<file path="config.mk">
export PLATFORM = sky130hd
export DESIGN_NAME = sync_length_frame_parser_flat
export DESIGN_NICKNAME = d
export VERILOG_FILES = /design/src/slfp_pkg.sv /design/src/slfp_in_if.sv /design/src/slfp_out_if.sv /design/src/sync_length_frame_parser.sv /design/src/flat_wrapper.sv
export SDC_FILE = /design/constraint.sdc
export NUM_CORES = 1
export LEC_CHECK = 0
export BUFFER_PORTS_ARGS = -buffer_cell sky130_fd_sc_hd__buf_2
export CORE_AREA = 2 2 163 181
export DETAILED_ROUTE_END_ITERATION = 10
export DIE_AREA = 0 0 165 183
export PLACE_DENSITY = 0.79
export SLEW_MARGIN = 20
export SYNTH_ARGS = -nofsm -noshare
export SYNTH_HDL_FRONTEND = slang
export SYNTH_SLANG_ARGS = --single-unit
</file>
<file path="constraint.sdc">
create_clock -name clk -period 7.6 [get_ports clk]
set_input_delay 1.52 -clock clk [delete_from_list [all_inputs] [get_ports clk]]
set_output_delay 1.52 -clock clk [all_outputs]
set_load 0.02 [all_outputs]
</file>
<file path="src/slfp_pkg.sv">
// Shared types and constants of the sync/length frame parser.
package slfp_pkg;

    // Number of receive channels with their own parser.
    localparam int CHANNELS = 4;
    // Bits needed to index the per-channel state.
    localparam int CH_IDX_W = (CHANNELS > 1) ? $clog2(CHANNELS) : 1;

    // Configuration register indexes and reset values.
    localparam logic REG_TIMEOUT = 1'b0;
    localparam logic REG_SYNC    = 1'b1;
    localparam logic [15:0] TIMEOUT_RESET = 16'd1000;
    localparam logic [7:0]  SYNC_RESET    = 8'h55;

    // Input item modes.
    localparam logic MODE_BYTE = 1'b0;
    localparam logic MODE_TICK = 1'b1;

    // Per-channel parse states.
    typedef enum logic [2:0] {
        ST_HUNT = 3'd0,
        ST_CMD  = 3'd1,
        ST_ID   = 3'd2,
        ST_LEN  = 3'd3,
        ST_DATA = 3'd4,
        ST_CRC1 = 3'd5,
        ST_CRC2 = 3'd6
    } parse_state_t;

    // Result kinds.
    typedef enum logic [1:0] {
        KIND_PAYLOAD = 2'd0,
        KIND_FRAME   = 2'd1,
        KIND_TIMEOUT = 2'd2
    } kind_t;

    // One input item.
    typedef struct packed {
        logic       mode;
        logic [1:0] channel;
        logic [7:0] data_byte;
    } item_t;

    // One result item.
    typedef struct packed {
        kind_t       kind;
        logic [1:0]  out_channel;
        logic [7:0]  payload_byte;
        logic [7:0]  payload_index;
        logic [7:0]  command_code;
        logic [7:0]  frame_id;
        logic [7:0]  length;
        logic [15:0] frame_crc;
        logic        last_payload;
    } result_t;

endpackage

</file>
<file path="src/slfp_in_if.sv">
// Valid/ready channel that carries input items into the parser.
interface slfp_in_if;
    logic       valid;
    logic       ready;
    logic       mode;
    logic [1:0] channel;
    logic [7:0] data_byte;

    modport source (output valid, output mode, output channel, output data_byte,
                    input ready);
    modport sink (input valid, input mode, input channel, input data_byte,
                  output ready);
endinterface

</file>
<file path="src/slfp_out_if.sv">
// Valid/ready channel that carries result items out of the parser.
interface slfp_out_if;
    logic        valid;
    logic        ready;
    logic [1:0]  kind;
    logic [1:0]  out_channel;
    logic [7:0]  payload_byte;
    logic [7:0]  payload_index;
    logic [7:0]  command_code;
    logic [7:0]  frame_id;
    logic [7:0]  length;
    logic [15:0] frame_crc;
    logic        last_payload;

    modport source (output valid, output kind, output out_channel, output payload_byte,
                    output payload_index, output command_code, output frame_id,
                    output length, output frame_crc, output last_payload,
                    input ready);
    modport sink (input valid, input kind, input out_channel, input payload_byte,
                  input payload_index, input command_code, input frame_id,
                  input length, input frame_crc, input last_payload,
                  output ready);
endinterface

</file>
<file path="src/sync_length_frame_parser.sv">
// Per-channel sync/length frame parser with payload, frame and timeout results.
//
//   Channel   Dir  Handshake      Contents
//   items     in   valid/ready    mode, channel, data_byte
//   results   out  valid/ready    kind, out_channel, header, payload, crc
//   wr_*      in   wr_en only     timeout_ticks (index 0), sync_value (index 1)
//
// Every request passes through the input register and then the result register, and
// one request is accepted per cycle while the result register is not stalled.
// The per-channel state is read and written in the single stage between them.
// Reset clears all channels to hunting and loads the register reset values.
// A stalled result holds the input register; items keeps accepting while the
// input register is empty or moving on.
module sync_length_frame_parser (
    input  logic         clk,
    input  logic         rst_n,
    slfp_in_if.sink      items,
    slfp_out_if.source   results,
    input  logic         wr_en,
    input  logic         wr_index,
    input  logic [15:0]  wr_data
);

    // Configuration registers.
    logic [15:0] timeout_reg;
    logic [7:0]  sync_reg;

    // Input register.
    logic                  s1_valid_reg;
    slfp_pkg::item_t       s1_item_reg;

    // Result register.
    logic                  res_valid_reg;
    slfp_pkg::result_t     res_reg;

    // Per-channel state.
    slfp_pkg::parse_state_t parse_state_reg [slfp_pkg::CHANNELS];
    logic [7:0]             cmd_reg         [slfp_pkg::CHANNELS];
    logic [7:0]             id_reg          [slfp_pkg::CHANNELS];
    logic [7:0]             len_reg         [slfp_pkg::CHANNELS];
    logic [7:0]             count_reg       [slfp_pkg::CHANNELS];
    logic [15:0]            crc_reg         [slfp_pkg::CHANNELS];
    logic [15:0]            elapsed_reg     [slfp_pkg::CHANNELS];

    // Next values for the selected channel.
    slfp_pkg::parse_state_t st_next;
    logic [7:0]             cmd_next;
    logic [7:0]             id_next;
    logic [7:0]             len_next;
    logic [7:0]             count_next;
    logic [15:0]            crc_next;
    logic [15:0]            elapsed_next;
    logic                   res_gen;
    slfp_pkg::result_t      res_next;

    logic                              s1_go;
    logic                              ch_ok;
    logic [slfp_pkg::CH_IDX_W-1:0]     ch_idx;
    slfp_pkg::parse_state_t            st_cur;
    logic [7:0]                        count_inc;
    logic                              last;

    // Pipeline control: the input register moves when the result slot frees.
    assign s1_go       = s1_valid_reg && (!res_valid_reg || results.ready);
    assign items.ready = !s1_valid_reg || s1_go;

    assign ch_idx = slfp_pkg::CH_IDX_W'(s1_item_reg.channel);
    assign ch_ok  = (int'(s1_item_reg.channel) < slfp_pkg::CHANNELS);

    // Configuration writes.
    always_ff @(posedge clk or negedge rst_n)
    begin
        if (!rst_n)
        begin
            timeout_reg <= slfp_pkg::TIMEOUT_RESET;
            sync_reg    <= slfp_pkg::SYNC_RESET;
        end
        else if (wr_en)
        begin
            unique case (wr_index)
                slfp_pkg::REG_TIMEOUT: timeout_reg <= wr_data;
                slfp_pkg::REG_SYNC:    sync_reg    <= wr_data[7:0];
                default:               ;
            endcase
        end
    end

    // Input register.
    always_ff @(posedge clk or negedge rst_n)
    begin
        if (!rst_n)
        begin
            s1_valid_reg <= 1'b0;
        end
        else if (items.ready)
        begin
            s1_valid_reg <= items.valid;
        end
    end

    always_ff @(posedge clk)
    begin
        if (items.ready && items.valid)
        begin
            s1_item_reg.mode      <= items.mode;
            s1_item_reg.channel   <= items.channel;
            s1_item_reg.data_byte <= items.data_byte;
        end
    end

    // Parse step for the channel of the registered request.
    always_comb
    begin
        st_cur       = parse_state_reg[ch_idx];
        st_next      = st_cur;
        cmd_next     = cmd_reg[ch_idx];
        id_next      = id_reg[ch_idx];
        len_next     = len_reg[ch_idx];
        count_next   = count_reg[ch_idx];
        crc_next     = crc_reg[ch_idx];
        elapsed_next = elapsed_reg[ch_idx];
        count_inc    = count_reg[ch_idx] + 8'd1;
        last         = (count_inc == len_reg[ch_idx]);
        res_gen      = 1'b0;
        res_next     = '0;
        res_next.out_channel = s1_item_reg.channel;

        if (s1_item_reg.mode == slfp_pkg::MODE_TICK)
        begin
            // Ticks only matter while a frame is in progress.
            if (st_cur != slfp_pkg::ST_HUNT)
            begin
                if (elapsed_reg[ch_idx] != 16'hFFFF)
                begin
                    elapsed_next = elapsed_reg[ch_idx] + 16'd1;
                end
                if (elapsed_next > timeout_reg)
                begin
                    st_next       = slfp_pkg::ST_HUNT;
                    res_gen       = 1'b1;
                    res_next.kind = slfp_pkg::KIND_TIMEOUT;
                end
            end
        end
        else
        begin
            unique case (st_cur)
                slfp_pkg::ST_CMD:
                begin
                    cmd_next = s1_item_reg.data_byte;
                    st_next  = slfp_pkg::ST_ID;
                end
                slfp_pkg::ST_ID:
                begin
                    id_next = s1_item_reg.data_byte;
                    st_next = slfp_pkg::ST_LEN;
                end
                slfp_pkg::ST_LEN:
                begin
                    len_next = s1_item_reg.data_byte;
                    st_next  = (s1_item_reg.data_byte == 8'd0) ? slfp_pkg::ST_CRC1
                                                               : slfp_pkg::ST_DATA;
                end
                slfp_pkg::ST_DATA:
                begin
                    count_next = count_inc;
                    if (last)
                    begin
                        st_next = slfp_pkg::ST_CRC1;
                    end
                    res_gen                = 1'b1;
                    res_next.kind          = slfp_pkg::KIND_PAYLOAD;
                    res_next.payload_byte  = s1_item_reg.data_byte;
                    res_next.payload_index = count_reg[ch_idx];
                    res_next.command_code  = cmd_reg[ch_idx];
                    res_next.frame_id      = id_reg[ch_idx];
                    res_next.length        = len_reg[ch_idx];
                    res_next.last_payload  = last;
                end
                slfp_pkg::ST_CRC1:
                begin
                    crc_next = {s1_item_reg.data_byte, 8'h00};
                    st_next  = slfp_pkg::ST_CRC2;
                end
                slfp_pkg::ST_CRC2:
                begin
                    crc_next              = {crc_reg[ch_idx][15:8], s1_item_reg.data_byte};
                    st_next               = slfp_pkg::ST_HUNT;
                    res_gen               = 1'b1;
                    res_next.kind         = slfp_pkg::KIND_FRAME;
                    res_next.command_code = cmd_reg[ch_idx];
                    res_next.frame_id     = id_reg[ch_idx];
                    res_next.length       = len_reg[ch_idx];
                    res_next.frame_crc    = crc_next;
                end
                default:
                begin
                    // Hunting: a sync byte opens a fresh frame.
                    if (s1_item_reg.data_byte == sync_reg)
                    begin
                        cmd_next     = 8'd0;
                        id_next      = 8'd0;
                        len_next     = 8'd0;
                        count_next   = 8'd0;
                        crc_next     = 16'd0;
                        elapsed_next = 16'd0;
                        st_next      = slfp_pkg::ST_CMD;
                    end
                end
            endcase
        end

        // Channels beyond the configured count are dropped.
        if (!ch_ok)
        begin
            res_gen = 1'b0;
        end
    end

    // Per-channel state update.
    always_ff @(posedge clk or negedge rst_n)
    begin
        if (!rst_n)
        begin
            for (int c = 0; c < slfp_pkg::CHANNELS; c++)
            begin
                parse_state_reg[c] <= slfp_pkg::ST_HUNT;
                cmd_reg[c]         <= 8'd0;
                id_reg[c]          <= 8'd0;
                len_reg[c]         <= 8'd0;
                count_reg[c]       <= 8'd0;
                crc_reg[c]         <= 16'd0;
                elapsed_reg[c]     <= 16'd0;
            end
        end
        else if (s1_go && ch_ok)
        begin
            parse_state_reg[ch_idx] <= st_next;
            cmd_reg[ch_idx]         <= cmd_next;
            id_reg[ch_idx]          <= id_next;
            len_reg[ch_idx]         <= len_next;
            count_reg[ch_idx]       <= count_next;
            crc_reg[ch_idx]         <= crc_next;
            elapsed_reg[ch_idx]     <= elapsed_next;
        end
    end

    // Result register.
    always_ff @(posedge clk or negedge rst_n)
    begin
        if (!rst_n)
        begin
            res_valid_reg <= 1'b0;
        end
        else if (s1_go)
        begin
            res_valid_reg <= res_gen;
        end
        else if (results.ready)
        begin
            res_valid_reg <= 1'b0;
        end
    end

    always_ff @(posedge clk)
    begin
        if (s1_go && res_gen)
        begin
            res_reg <= res_next;
        end
    end

    assign results.valid         = res_valid_reg;
    assign results.kind          = res_reg.kind;
    assign results.out_channel   = res_reg.out_channel;
    assign results.payload_byte  = res_reg.payload_byte;
    assign results.payload_index = res_reg.payload_index;
    assign results.command_code  = res_reg.command_code;
    assign results.frame_id      = res_reg.frame_id;
    assign results.length        = res_reg.length;
    assign results.frame_crc     = res_reg.frame_crc;
    assign results.last_payload  = res_reg.last_payload;

    // A held input request keeps its contents until the result slot frees.
    a_s1_hold: assert property (@(posedge clk) disable iff (!rst_n)
        s1_valid_reg && !s1_go |=> s1_valid_reg && $stable(s1_item_reg))
        else $error("input register changed while stalled");

    // Input is refused only behind a pending result that is not taken.
    a_ready: assert property (@(posedge clk) disable iff (!rst_n)
        !items.ready |-> s1_valid_reg && res_valid_reg && !results.ready)
        else $error("input refused without a stalled result");

    // A payload index always lies inside the frame length.
    a_index: assert property (@(posedge clk) disable iff (!rst_n)
        results.valid && results.kind == slfp_pkg::KIND_PAYLOAD
            |-> results.payload_index < results.length)
        else $error("payload index beyond frame length");

    // A frame or timeout result leaves its channel hunting.
    a_hunt: assert property (@(posedge clk) disable iff (!rst_n)
        s1_go && res_gen && res_next.kind != slfp_pkg::KIND_PAYLOAD
            |=> parse_state_reg[$past(ch_idx)] == slfp_pkg::ST_HUNT)
        else $error("channel not hunting after frame end");

endmodule

</file>
<file path="src/flat_wrapper.sv">
// flat-port wrapper written by rule: the top's interface ports become plain ports
module sync_length_frame_parser_flat 
  (clk, rst_n, wr_en, wr_index, wr_data, items_valid, items_mode, items_channel, items_data_byte, items_ready, results_valid, results_kind, results_out_channel, results_payload_byte, results_payload_index, results_command_code, results_frame_id, results_length, results_frame_crc, results_last_payload, results_ready);
  slfp_in_if items_i ();
  slfp_out_if results_i ();
  input  logic clk;
  input  logic rst_n;
  input  logic wr_en;
  input  logic wr_index;
  input  logic [15:0] wr_data;
  input wire logic [$bits(items_i.valid)-1:0] items_valid;
  input wire logic [$bits(items_i.mode)-1:0] items_mode;
  input wire logic [$bits(items_i.channel)-1:0] items_channel;
  input wire logic [$bits(items_i.data_byte)-1:0] items_data_byte;
  output wire logic [$bits(items_i.ready)-1:0] items_ready;
  output wire logic [$bits(results_i.valid)-1:0] results_valid;
  output wire logic [$bits(results_i.kind)-1:0] results_kind;
  output wire logic [$bits(results_i.out_channel)-1:0] results_out_channel;
  output wire logic [$bits(results_i.payload_byte)-1:0] results_payload_byte;
  output wire logic [$bits(results_i.payload_index)-1:0] results_payload_index;
  output wire logic [$bits(results_i.command_code)-1:0] results_command_code;
  output wire logic [$bits(results_i.frame_id)-1:0] results_frame_id;
  output wire logic [$bits(results_i.length)-1:0] results_length;
  output wire logic [$bits(results_i.frame_crc)-1:0] results_frame_crc;
  output wire logic [$bits(results_i.last_payload)-1:0] results_last_payload;
  input wire logic [$bits(results_i.ready)-1:0] results_ready;
  assign items_i.valid = items_valid;
  assign items_i.mode = items_mode;
  assign items_i.channel = items_channel;
  assign items_i.data_byte = items_data_byte;
  assign items_ready = items_i.ready;
  assign results_valid = results_i.valid;
  assign results_kind = results_i.kind;
  assign results_out_channel = results_i.out_channel;
  assign results_payload_byte = results_i.payload_byte;
  assign results_payload_index = results_i.payload_index;
  assign results_command_code = results_i.command_code;
  assign results_frame_id = results_i.frame_id;
  assign results_length = results_i.length;
  assign results_frame_crc = results_i.frame_crc;
  assign results_last_payload = results_i.last_payload;
  assign results_i.ready = results_ready;
  sync_length_frame_parser u_core (.clk(clk), .rst_n(rst_n), .items(items_i), .results(results_i), .wr_en(wr_en), .wr_index(wr_index), .wr_data(wr_data));
endmodule
</file>
# ---- After elaboration in Yosys (flattened, before gate mapping)
# Index checks and enable logic that the tools add are counted.
dict set report classes {
  reduce_logical 23
  add_sub_neg 2
  n_lt_le_gt_ge 3
  bitwise_logic 5
  n_mux 73
  eq_ne 9
}
# op count
set ops {}
lappend ops {{$mux W16} 14}
lappend ops {{$mux W8} 17}
lappend ops {{$bwmux W32} 4}
lappend ops {{$bwmux W64} 2}
lappend ops {{$bmux W16 S2} 2}
lappend ops {{$bmux W8 S2} 4}
lappend ops {{$pmux W8 S2} 4}
lappend ops {{$pmux W16 S3} 1}
lappend ops {{$demux W16 S2} 1}
lappend ops {{$mux W3} 8}
lappend ops {{$reduce_or A5 Y1} 4}
lappend ops {{$pmux W3 S6} 1}
lappend ops {{$add A16 B1 Y16 const B} 1}
lappend ops {{$demux W8 S2} 1}
lappend ops {{$eq A8 B8 Y1} 2}
lappend ops {{$gt A16 B16 Y1} 1}
lappend ops {{$ne A16 B16 Y1 const B} 1}
lappend ops {{$bwmux W12} 1}
lappend ops {{$eq A3 B3 Y1 const B} 3}
lappend ops {{$add A8 B1 Y8 const B} 1}
lappend ops {{$logic_not A8 Y1} 1}
lappend ops {{$mux W1} 8}
lappend ops {{$reduce_or A2 Y1} 4}
lappend ops {{$bmux W3 S2} 1}
lappend ops {{16 further kinds} 28}
dict set report word_totals {
  input_bits 33
  register_bits 366
}

# ---- Logic depth before layout (Yosys ltp)
# Gate-level depths: netlist of the first run.
dict set report logic_depth {
  depth_word 13
  ltp_mapped 18
  ltp_nobuf 16
}

# ---- Worst setup path before layout of the first run
# OpenSTA, ideal clock, no wires.
dict set report synth_path {
  kind {register to register}
  from {register u_core.s1_item_reg, in the netlist u_core.ch_idx[0]}
  to {register u_core.res_reg, in the netlist u_core.results.command_code[0], enable pin}
  stages_incl_launch_ff 19
  path_buffers 3
  path_slack_ns 0.828
  setup_ns 0.480
  period_less_slack_ns 6.772
  arrival_ns 6.291
  cell_sequence {edfxtp_1 buf_6 buf_12 mux4_2 ha_1 nand2_1 nor3_4 buf_2 nand2_1 nor2_1 mux2_2 ha_1 nor2b_1 o211ai_1 a21oi_1 a211oi_1 o31ai_1 a21oi_1 nor2_1}
}
dict set report synth_via {
  elab_chain_len 13
  elab_cells_between_ends 22
  classes_between {1 x add/sub; 1 x order compare; 3 x eq/ne; 13 x mux; 1 x bitwise; 3 x reduce/logical}
}
# item line
set synth_rtl {}
lappend synth_rtl {{from (decl)} sync_length_frame_parser.sv:30} ;# slfp_pkg::item_t s1_item_reg;
lappend synth_rtl {{$not A2 Y3 (implied by the code) (*)} --}
lappend synth_rtl {{$bmux W16 S2} {sync_length_frame_parser.sv:121, sync_length_frame_parser.sv:133, sync_length_frame_parser.sv:135}}
lappend synth_rtl {{$mux W16 (implied by the code) (2 in series)} {sync_length_frame_parser.sv:121, sync_length_frame_parser.sv:133, sync_length_frame_parser.sv:135}}
lappend synth_rtl {{$add A16 B1 Y16 / $ne A16 B16 Y1 (equally long branches)} {sync_length_frame_parser.sv:135, sync_length_frame_parser.sv:133}}
lappend synth_rtl {{$mux W16} sync_length_frame_parser.sv:133} ;# if (elapsed_reg[ch_idx] != 16'hFFFF)
lappend synth_rtl {{$mux W16} sync_length_frame_parser.sv:131} ;# if (st_cur != slfp_pkg::ST_HUNT)
lappend synth_rtl {{$mux W16} sync_length_frame_parser.sv:128} ;# if (s1_item_reg.mode == slfp_pkg::MODE_TICK)
lappend synth_rtl {{$gt A16 B16 Y1} sync_length_frame_parser.sv:137} ;# if (elapsed_next > timeout_reg)
lappend synth_rtl {{$mux W1} sync_length_frame_parser.sv:137}
lappend synth_rtl {{$mux W1} sync_length_frame_parser.sv:131}
lappend synth_rtl {{$mux W1 (*)} sync_length_frame_parser.sv:128}
lappend synth_rtl {{$logic_and A1 B1 Y1 (*)} sync_length_frame_parser.sv:267} ;# if (s1_go && res_gen)
lappend synth_rtl {{to (signal assigned)} sync_length_frame_parser.sv:269} ;# res_reg <= res_next;
lappend synth_rtl {{to (decl)} sync_length_frame_parser.sv:34} ;# slfp_pkg::result_t res_reg;
# Mark *: on every way between the ends. The rest lies on a longest branch, timed or not. The select of a mux whose other input is x is not followed.
# A chain may end at the register's enable or synchronous reset.

# ---- Worst setup path after layout of the first run
dict set report layout_path {
  from {register u_core.s1_item_reg, in the netlist u_core.ch_idx[0]}
  to {register u_core.res_reg, in the netlist u_core.results.payload_index[2], enable pin}
}
# Same word-level chain as after synthesis.

==> results_dict.tcl, run 1 <==
set metrics [dict create \
    cts-resized-gates 0 \
    globalRouteMet2Util 0.410 \
    postRouteAntennaNets 0 \
    core.rowCount 65 \
    synth_seq_area_share 0.559 \
    die_area_um2 30200 \
    fmax_ghz 0.163 \
    layout.nets 1453 \
    use_met3 0.0362 \
    synth_cell_type_count 72 \
    die_w_um 165 \
    track_usage 0.255 \
    relSlewSlack 0.259 \
    setup_viol 0 \
    hold_violations 0 \
    reg2reg_from "u_core.ch_idx[0]" \
    critPathTopFamily "simple AND/OR/NAND/NOR gates" \
    drc 0 \
    setup_tns_ps 0 \
    cts.sinks 334 \
    cp-end-kind "register" \
    tritoncts "built" \
    fin_util 0.613 \
    drt-total-wl_mm 37.3 \
    numCtsBuffers 34 \
    largest_register_ffs 64 \
    place_congestion 0.926 \
    clock_latency_ps 530 \
    tightest_slew_ps 1110 \
    ios 96 \
    cts_buffer_depth 3 \
    worstSetupStartpoint "u_core.ch_idx[0]" \
    antenna_found_initial 0 \
    critPathArrivalTime_ps 6290 \
    cpPeakStageDelay_ps 930 \
    synth_common_cells "dfrtp_1, nand2_1, o21ai_0, edfxtp_1, mux2_2" \
    drtIter0Drc 1061 \
    period_share 0.810 \
    htree_num_levels 2 \
    synth_cells 1342 \
    grt_pass1_vias 11000 \
    p_leak_nw 7.48 \
    status "completed" \
    async_flop_share 0.784 \
    synth_area_um2 15600 \
    synth_area_leaders "dfrtp_1, edfxtp_1, mux4_2" \
    hold_start "u_core.id_reg[27]" \
    cp.required_ps 7740 \
    area_growth_pct 11.4 \
    post_cts_buffers 0 \
    root_buffer "clkbuf_16" \
    synth_edf_count 72 \
    viasPerCell 6.09 \
    finClkSkew_ps 29.4 \
    synth_seq_cells 334 \
    synthFlopType "dfrtp_1" \
    drive_gt1_frac 0.220 \
    clk_pin_slew_worst_paths_ps 60 \
    cp_slowest_cell "edfxtp_1" \
    drv_cap 0 \
    p_per_area_nw_per_um2 316 \
    path_cells "mux4_2, ha_1, nand2_1, nor3_4, nand2_1, nor2_1, mux2_2, ha_1, nor2b_1, o211ai_1, a21oi_1, a211oi_1, o31ai_1, a21oi_1, nor2_4, buf_4" \
    initial_core_util 0.550 \
    placed_cells 1734 \
    critPathKind "reg -> reg" \
    peakVddDrop_mv 0.192 \
    stdcell_count 1793 \
    cp_max_fo 55 \
    core-area_um2 28400 \
    min_path_type "reg -> reg" \
    yosysTopAreaCellShare 0.404 \
    vias 10900 \
    drtPass1Iterations 5 \
    busiest_layer "met2" \
    slew_viol_final 0 \
    min_period_ps 6150 \
    die_h_um 183 \
    wl_per_cell_um 20.8 \
    synth.most_common_cell "dfrtp_1" \
    ys_warn_count 0 \
    fillers 2136 \
    synth_nets 1393 \
    io_buffers 95 \
    grt_first_pass_wirelength_mm 59.5 \
    diodes 0 \
    place_hpwl_mm 23.8 \
    hold_buffers 0 \
    grt_overflow 0 \
    yosysTopAreaCell "dfrtp_1" \
    start_kind "register" \
    path_buf_inv 1 \
    grtUsageMet1 0.352 \
    rsz0062_at_grt "no" \
    syn_avg_cell_area_um2 11.6 \
    grt_max_degree 166 \
]
==> cell families (layout without fill, tap and decap cells) <==
logic type,count (synthesis),in the layout,synth area share
AND/OR/NAND/NOR,401,401,0.121
flip-flops,334,334,0.559
AO/OA/AOI/OAI,324,324,0.125
multiplexers,120,120,0.129
buffers and inverters,108,191,0.0311
XOR/XNOR,37,37,0.0208
adder cells (fa/ha/maj),18,18,0.0144
==> final cells by class <==
cell class | count | area [um2] | area share
sequential | 334 | 8730 | 0.502
clock buffer | 51 | 965 | 0.0554
timing repair buffer | 107 | 601 | 0.0345
tap | 368 | 460 | 0.0265
inverter | 25 | 93.8 | 0.00539
clock inverter | 8 | 113 | 0.00647
multi-input combinational | 900 | 6440 | 0.370
==> layer usage <==
metal | vias to the layer above | wire [um]
met5 | - | 0
met4 | 0 | 1410
met3 | 81 | 2270
met2 | 385 | 18300
met1 | 5504 | 15300
li1 | 4948 | -
==> cells in the final DEF, fill, tap and decap left out, drive strengths merged, types with 27 or more instances in the layout <==
| master | n |
|---|---|
| xnor2 | 28 |
| a22oi | 37 |
| clkbuf | 51 |
| mux4 | 59 |
| dfrtp | 252 |
| edfxtp | 72 |
| and2 | 41 |
| nand2 | 225 |
| buf | 107 |
| o21ai | 204 |
| mux2 | 60 |
| and3 | 30 |
| nor2 | 46 |
| inv | 27 |
==> worst paths after layout <==
path | endpoint | slack (ps) | depth (start not counted)
max reg2reg | u_core.results.payload_index[2] | 1450 | 16
min in group asynchronous | u_core.cmd_reg[20] | 970 | 1
min reg2reg | u_core.id_reg[27] | 470 | 2
max | u_core.results.payload_index[2] | 1450 | 16
min | u_core.id_reg[27] | 470 | 2
max in group asynchronous | u_core.parse_state_reg[1] | 5180 | 2
==> report_power, final <==
group | total (mW) | internal [mW] | switching (mW) | leakage [nW]
registers | 2.45 | 2.24 | 0.205 | 4.16
logic | 1.42 | 0.524 | 0.900 | 2.80
clock network | 1.63 | 0.950 | 0.680 | 0.525
==> through the flow <==
step                power (mW)  hold WS (ps)  setup WS (ps)  instance area (um2)
detailed placement        3.88           465           1430                16300
floorplan                 3.45           445            828                15600
global placement          3.80           457           1660                16300
CTS                       5.51           478           1370                17400
finish                    5.50           475           1450                17400
global route              5.79           496            886                17400
==> worst reg2reg max path, delay by kind of cell (launching register included) <==
family / cells / cell delay, ps
compound gates: 5 / 1170
fa+ha+maj: 2 / 530
buf+inv: 1 / 610
flops: 1 / 930
mux: 2 / 890
simple gates: 6 / 1570
No activity file was read; power rests on OpenSTA's default activity.
==> run 2: changes to the inputs <==
clock period = 6.43 ns   (was 7.6 ns; I/O delays follow)
==> run 2 against run 1 <==
Cell area up 0.25%. Flip-flop and latch count unchanged. Hold slack better by 1.9 ps. Count of clock-buffer cells in the layout down 5. Largest power group unchanged. Worst setup slack worse by 430 ps. Routed wire length down 1.2%. Combinational power up 18%. Clock power up 20%. Sequential power up 18%.
==> results_dict.tcl, run 2 (same netlist as run 1, synthesis figures left out) <==
set metrics [dict create \
    status "completed" \
    tritoncts "built" \
    cp_max_fo 32 \
    start_kind "register" \
    fillers 2147 \
    hold_violations 0 \
    numCtsBuffers 34 \
    p_int_mw 4.44 \
    cp_slowest_cell "edfxtp_1" \
    pwr-share-comb 0.257 \
    htree_num_levels 2 \
    drive_gt1_frac 0.223 \
    p_per_area_nw_per_um2 375 \
    dr_wl_met3_mm 2.03 \
    core-area_um2 28400 \
    critPathArrivalTime_ps 5630 \
    stdcell_count 1801 \
    grt_overflow 0 \
    clk_pin_slew_worst_paths_ps 60 \
    vias 10900 \
    cp.required_ps 6650 \
    track_usage 0.249 \
    clock_latency_ps 520 \
    ios 96 \
    drtIter0Drc 1070 \
    die_h_um 183 \
    drv_cap 0 \
    viasPerCell 6.05 \
    finClkSkew_ps 13.1 \
    critPathKind "reg -> reg" \
    wl_met2_mm 18.6 \
    layout.nets 1458 \
    post_cts_buffers 0 \
    topRoutingLayerUsed "met4" \
    p_switching_mw 2.11 \
    fin_util 0.615 \
    postRouteAntennaNets 0 \
    grt_pass1_vias 10800 \
    cpPeakStageDelay_ps 850 \
    seq_area_um2 8730 \
    rsz0062_at_grt "no" \
    final_common_cell "dfrtp_1" \
    tightest_slew_ps 1140 \
    initial_core_util 0.550 \
    hold_buffers 0 \
    peakVddDrop_mv 0.197 \
    multi_input_area_um2 6430 \
    root_buffer "clkbuf_16" \
    slew_viol_final 0 \
    path_cells "mux4_1, and4_4, and3_1, and2_1, nand2_1, nand3_1, xnor2_1, ha_1, a21o_1, a221o_1, a221o_1, o31ai_1, o31ai_1, buf_4, a21oi_1, nor2_4, buf_4" \
    setup_tns_ps 0 \
    period_share 0.841 \
    wl_per_cell_um 20.5 \
    clkPwrFrac 0.300 \
    die_w_um 165 \
    drt-total-wl_mm 36.9 \
    layout_common_cells "dfrtp_1, nand2_1, o21ai_0" \
    place_hpwl_mm 24.0 \
    placedInstanceArea_um2 16300 \
    placed_cells 1739 \
    largest_register_ffs 64 \
    place_congestion 0.867 \
    die_area_um2 30200 \
    swShare 0.322 \
    min_period_ps 5410 \
    grt_max_degree 138 \
    worst_hold_slack_ps 477 \
    fin_area_um2 17400 \
    p_seq_frac 0.443 \
    p_leak_nw 7.52 \
    cts_buffer_depth 3 \
    io_buffers 95 \
    cts-resized-gates 0 \
    setup_viol 0 \
    fmax_ghz 0.185 \
    grt_first_pass_wirelength_mm 58.3 \
    drc 0 \
    drt-met1-wl_mm 15.1 \
    cp-end-kind "register" \
    core.rowCount 65 \
    antenna_found_initial 0 \
    drtPass1Iterations 5 \
    area_growth_pct 11.7 \
    cts.sinks 334 \
    relSlewSlack 0.237 \
    min_path_type "reg -> reg" \
]
[run 2: path summary, 6_finish.rpt]
path / start / endpoint / slack, ps / depth (start not counted)
max: u_core.ch_idx[0] / u_core.results.frame_id[4] / 1020 / 17
min: u_core.crc_reg[29] / u_core.crc_reg[29] / 480 / 2
max reg2reg: u_core.ch_idx[0] / u_core.results.frame_id[4] / 1020 / 17
min reg2reg: u_core.crc_reg[29] / u_core.crc_reg[29] / 480 / 2
max in group asynchronous: rst_n / u_core.sync_reg[1] / 4290 / 2
min in group asynchronous: rst_n / u_core.cmd_reg[2] / 850 / 1
[run 2: final cells by class]
| class | instances | area share |
|---|---|---|
| clock inverter | 15 | 0.00875 |
| antenna | 1 | 0.000143 |
| tap | 368 | 0.0264 |
| clock buffer | 46 | 0.0543 |
| sequential | 334 | 0.501 |
| timing repair buffer | 112 | 0.0359 |
| multi-input combinational | 900 | 0.369 |
| inverter | 25 | 0.00538 |
[run 2: per-stage QoR]
stage	worst slack [ps]	power [mW]
after floorplan	663	4.07
after global placement	1080	4.50
after detailed placement	1020	4.59
after CTS	1000	6.55
after global routing	748	6.86
final	1020	6.54
[run 2: power by group through the flow]
| stage | combinational [mW] | clock (mW) | sequential [mW] |
|---|---|---|---|
| after floorplan | 1.17 | 0 | 2.90 |
| after global placement | 1.60 | 0 | 2.90 |
| after detailed placement | 1.66 | 0 | 2.93 |
| after CTS | 1.67 | 1.98 | 2.89 |
| after global routing | 1.85 | 2.06 | 2.95 |
| final | 1.68 | 1.96 | 2.90 |
[run 2: layer usage]
layer  global-route usage  vias up
met5                    0        -
met1                0.337     5501
met2                0.413      361
li1                     -     4957
met3               0.0348       84
met4               0.0908        0
[run 2: critical path, delay by kind of cell (launching register included)]
family / cells / cell delay [ps]
AOI/OAI and AO/OA: 6 / 1320
buffers and inverters: 2 / 430
muxes: 1 / 750
adders and majority gates: 1 / 310
DFF: 1 / 850
xor gates and xnor gates: 1 / 150
and+or+nand+nor: 6 / 1280
